[config.mk]
export PLATFORM = sky130hd
export DESIGN_NAME = stsd_cell
export DESIGN_NICKNAME = d
export VERILOG_FILES = /design/src/hw/rtl/stsd_pkg.sv /design/src/hw/rtl/stsd_cell.sv
export SDC_FILE = /design/constraint.sdc
export NUM_CORES = 1
export LEC_CHECK = 0
export BUFFER_PORTS_ARGS = -buffer_cell sky130_fd_sc_hd__buf_4
export CAP_MARGIN = 20
export CORE_MARGIN = 8
export CORE_UTILIZATION = 40
export DETAILED_ROUTE_END_ITERATION = 6
export HOLD_SLACK_MARGIN = 0.08
export PLACE_DENSITY = 0.76
export SLEW_MARGIN = 40
export SYNTH_ARGS = -nofsm -noshare
export SYNTH_HDL_FRONTEND = slang
export SYNTH_SLANG_ARGS = --single-unit
[constraint.sdc]
create_clock -name clk -period 2 [get_ports clk]
set_input_delay 0.4 -clock clk [delete_from_list [all_inputs] [get_ports clk]]
set_output_delay 0.4 -clock clk [all_outputs]
set_load 0.05 [all_outputs]
[src/hw/rtl/stsd_pkg.sv]
// package for the sorted key table with search and delete
// holds the controller state type, result codes and the cell control bundle
// no dependencies
`default_nettype none

package stsd_pkg;

  // controller states
  typedef enum logic {
    ST_IDLE,
    ST_EXEC
  } state_t;

  // operation codes carried in the input item
  localparam logic OP_LOAD  = 1'b0;
  localparam logic OP_QUERY = 1'b1;

  // result codes
  localparam logic [1:0] RC_NOT_FOUND = 2'd0;
  localparam logic [1:0] RC_DELETED   = 2'd1;
  localparam logic [1:0] RC_NOW_EMPTY = 2'd2;
  localparam logic [1:0] RC_FULL      = 2'd3;

  // strobes broadcast from the controller to every cell
  typedef struct packed {
    logic cmp_en;   // compare the broadcast key and hold the flags
    logic ins_en;   // open a slot and insert the broadcast key
    logic del_en;   // close the gap at the first matching entry
  } cell_ctrl_t;

endpackage

`default_nettype wire

[src/hw/rtl/stsd_cell.sv]
// one entry of the sorted key row: holds a key and its compare flags
// depends on stsd_pkg; neighbors exchange keys and the le flag
`default_nettype none

module stsd_cell
  import stsd_pkg::*;
#(
  parameter int KEY_WIDTH = 18
) (
  input  wire logic                 clk,
  input  wire cell_ctrl_t           ctrl,
  input  wire logic                 live,       // entry lies below the count
  input  wire logic [KEY_WIDTH-1:0] key_bcast,  // key under search or insert
  input  wire logic [KEY_WIDTH-1:0] left_key,   // key of the lower neighbor
  input  wire logic                 left_le,    // lower neighbor stays put on insert
  input  wire logic [KEY_WIDTH-1:0] right_key,  // key of the upper neighbor
  output logic [KEY_WIDTH-1:0]      key_o,
  output logic                      le_o,
  output logic                      eq_o
);

  logic [KEY_WIDTH-1:0] key_r;
  logic [KEY_WIDTH-1:0] key_nxt;
  logic                 le_r;
  logic                 lt_r;

  // compare flags, taken when the item is accepted
  always_ff @(posedge clk) begin
    if (ctrl.cmp_en) begin
      le_r <= live && (key_r <= key_bcast);
      lt_r <= live && (key_r < key_bcast);
    end
  end

  // insert moves larger keys up, delete pulls keys at or past the match down
  always_comb begin
    key_nxt = key_r;
    if (ctrl.ins_en && !le_r) begin
      key_nxt = left_le ? key_bcast : left_key;
    end else if (ctrl.del_en && !lt_r) begin
      key_nxt = right_key;
    end
  end

  always_ff @(posedge clk) begin
    key_r <= key_nxt;
  end

  assign key_o = key_r;
  assign le_o  = le_r;
  assign eq_o  = le_r && !lt_r;

endmodule

`default_nettype wire

==> results.yml <==
place:
  port-buffer-count: 79
  dp_slack_ns: 0.118
  placed_area_um2: 2120
  gp_congestion: 0.706
  hpwl_um: 3200
global_route:
  grt_util_met3_pct: 3.73
  grt_first_pass_wirelength_um: 6420
  grt_pass1_vias: 1430
  grt_overflow: 0
  busiest_layer: "met2"
  use_met1_pct: 14.0
  grtUsageTotal_pct: 13.1
  met2_usage_pct: 23.5
  grt_max_degree: 37
  antenna_found_initial: 0
synth:
  syn_nets: 232
  yosys-top-cells-area: "edfxtp_1 (40%), ha_1 (15%), mux2i_1 (12%)"
  synth_top_family_by_area: "adder cells"
  synthArstFlopShare_pct: 0
  synth_area_per_cell_um2: 9.64
  synth-xor-area-share_pct: 0
  yosysTopAreaCellShare_pct: 40.5
  synth_edf_count: 20
  synth-simple-area-share_pct: 10.7
  ys_seq_elements: 20
  synth_area_leader_cell: "edfxtp_1"
  synth-compound-area-share_pct: 13.5
  synth_ff_type: "edfxtp_1"
  ys.warnings.count: 0
  synth_cells: 154
  synth_fa_ha_area_share_pct: 15.2
  synth_area_um2: 1480
  synth.distinct_cells: 25
  ys_seq_area_share_pct: 40.5
  synth_mux_area_share_pct: 12.1
layout:
  synthToLayoutAreaGrowth_pct: 46.1
  multi_input_area_um2: 776
  fin_util_pct: 60.1
  fin_nets: 311
  regArea_um2: 601
  antenna_cells: 0
  drive_gt1_share_pct: 37.5
  postLayoutCellArea_um2: 2170
  nFillCells: 322
clocking:
  cts_hold_buf: 0
  cts_tree: "built"
  cts_setup_buffers: 0
  ctsResizeCount: 0
  htreeDepth: 1
  worstSkewPairLatency_ns: 0.26
  cts_sinks: 20
  cts_buffer_depth: 2
  cts_inserted_buffers: 3
  cts_root_buf: "clkbuf_8"
  path_clk_slew_ns: 0.08
run_status:
  status: "finished clean"
sta:
  drv_slew: 0
  finalCritPeriodShare_pct: 87.6
  finalSetupTns_ns: 0
  slew_headroom_pct: 58.0
  setup_ws_ns: 0.249
  finalSetupViolations: 0
  clock_skew_ns: 0.00140
  period_needed_ns: 1.75
  hold_violations: 0
  rsz0062_at_grt: "no"
  timing.fmax_mhz: 571
  worst_pin_slew_ns: 0.628
floorplan:
  die-area_um2: 5920
  rows: 22
  core_um2: 3610
  ios: 80
  die_w_um: 76.9
  initial_core_util_pct: 41.2
  die_y_um: 76.9
run:
  max_cap_violations: 0
setup_path:
  crit_required_ns: 2.01
  rr_endpoint: "le_o$_DFFE_PP_"
  endpoint_kind: "register"
  r2r_start: "key_o[9]$_DFFE_PP_"
  worst-setup-path-type: "register to register"
  cp.arrival_ns: 1.76
  crit_fanout: 3
  rr_worst_depth: 6
  r2r_slack_ns: 0.25
  crit_path_start_kind: "register"
routing:
  drc: 0
  wl_per_cell_um: 13.9
  drt_first_pass_iters: 4
  wl_um: 3900
  antenna_left: 0
  num_vias: 1327
  drt_iter0_drc: 55
  avgViaCountPerCell: 4.74
pwr:
  p_per_area_nw_per_um2: 637
  leakage_uw: 0.00111
  vdd_drop_max_mv: 0.292
  power_uw: 1380
hold_path:
  hold_path_class: "input pin to register"
  holdCritStartpoint: "ctrl[2]"
  hold_end: "lt_r$_DFFE_PP_"
  hold_path_depth: 1
[flip-flops by register name, summed over array words and instances (netlist names)]
register and flops:
key_o 18, lt_r 1, le_o 1
[stage by stage]
| step | instances | hold WS [ns] |
|---|---|---|
| 6_report | 280 | 0.351 |
| 5_1_grt | 280 | 0.345 |
| 4_1_cts | 280 | 0.341 |
| 3_5_place_dp | 276 | 0.615 |
| 3_3_place_gp | 276 | 0.614 |
| 2_1_floorplan | 154 | 0.512 |
[kinds of logic after synthesis]
kind of cell | Yosys count
mux | 18
compound gates | 36
fa+ha+maj | 18
simple gates | 33
flops | 20
buf+inv | 29
[worst max-delay path by stage]
stage / start / endpoint / slack, ns
floorplan: key_o[9]$_DFFE_PP_ / le_o$_DFFE_PP_ / 0.03
global placement: key_bcast[9] / le_o$_DFFE_PP_ / 0.17
detailed placement: key_bcast[9] / le_o$_DFFE_PP_ / 0.12
CTS: key_o[9]$_DFFE_PP_ / le_o$_DFFE_PP_ / 0.24
global route: key_o[9]$_DFFE_PP_ / le_o$_DFFE_PP_ / 0.13
finish: key_o[9]$_DFFE_PP_ / le_o$_DFFE_PP_ / 0.25
[layer usage]
layer	routed length (um)	share of wire, %
met5	0	0
met4	42	1.1
met3	285	7.3
met1	1560	40
met2	2010	51
[power by group]
part	total, uW	internal, uW	switching, uW
logic	557	222	335
clock network	272	137	136
registers	551	525	26.5
total	1380	884	497
[critical path: stages, from the launching register on]
cell and delay (ns):
edfxtp_1 0.39, ha_1 0.32, nand2_2 0.09, nor4_4 0.29
a31oi_1 0.12, o211a_1 0.15, o21bai_1 0.15
[area by class of cell]
cell class | count | area share [%]
multi-input combinational | 105 | 35.8
sequential | 20 | 27.7
timing repair buffer | 80 | 27.7
inverter | 23 | 3.98
tap | 48 | 2.77
clock buffer | 3 | 1.90
clock inverter | 1 | 0.173
[placed cells by master (no fill, tap or decap)]
| master | synthesis | routed |
|---|---|---|
| a21o_1 | 1 | 1 |
| a21oi_1 | 7 | 7 |
| a21oi_2 | 1 | 1 |
| a31oi_1 | 1 | 1 |
| buf_4 | 2 | 80 |
| clkbuf_8 | 0 | 3 |
| clkinv_1 | 0 | 1 |
| edfxtp_1 | 20 | 20 |
| ha_1 | 18 | 18 |
| inv_1 | 23 | 23 |
| mux2i_1 | 18 | 18 |
| nand2_1 | 22 | 22 |
| nand2_2 | 1 | 1 |
| nand2b_1 | 1 | 1 |
| nand3_1 | 2 | 2 |
| nand4_1 | 2 | 2 |
| nor2_1 | 2 | 2 |
| nor2b_1 | 2 | 2 |
| nor4_4 | 1 | 1 |
| o2111ai_1 | 1 | 1 |
| o211a_1 | 1 | 1 |
| o21ai_0 | 15 | 14 |
| o21ai_1 | 7 | 7 |
| o21ai_4 | 0 | 1 |
| o21bai_1 | 1 | 1 |
| o22ai_1 | 1 | 1 |
[cells in the mapped netlist, drive strengths merged (2+ instances only)]
cell,count
a21oi,8
buf,4
clkbuf,2
edfxtp,20
ha,18
inv,23
mux2i,18
nand2,23
nand3,2
nand4,2
nor2,2
nor2b,2
o21ai,22
No activity file was read; power rests on OpenSTA's default activity.
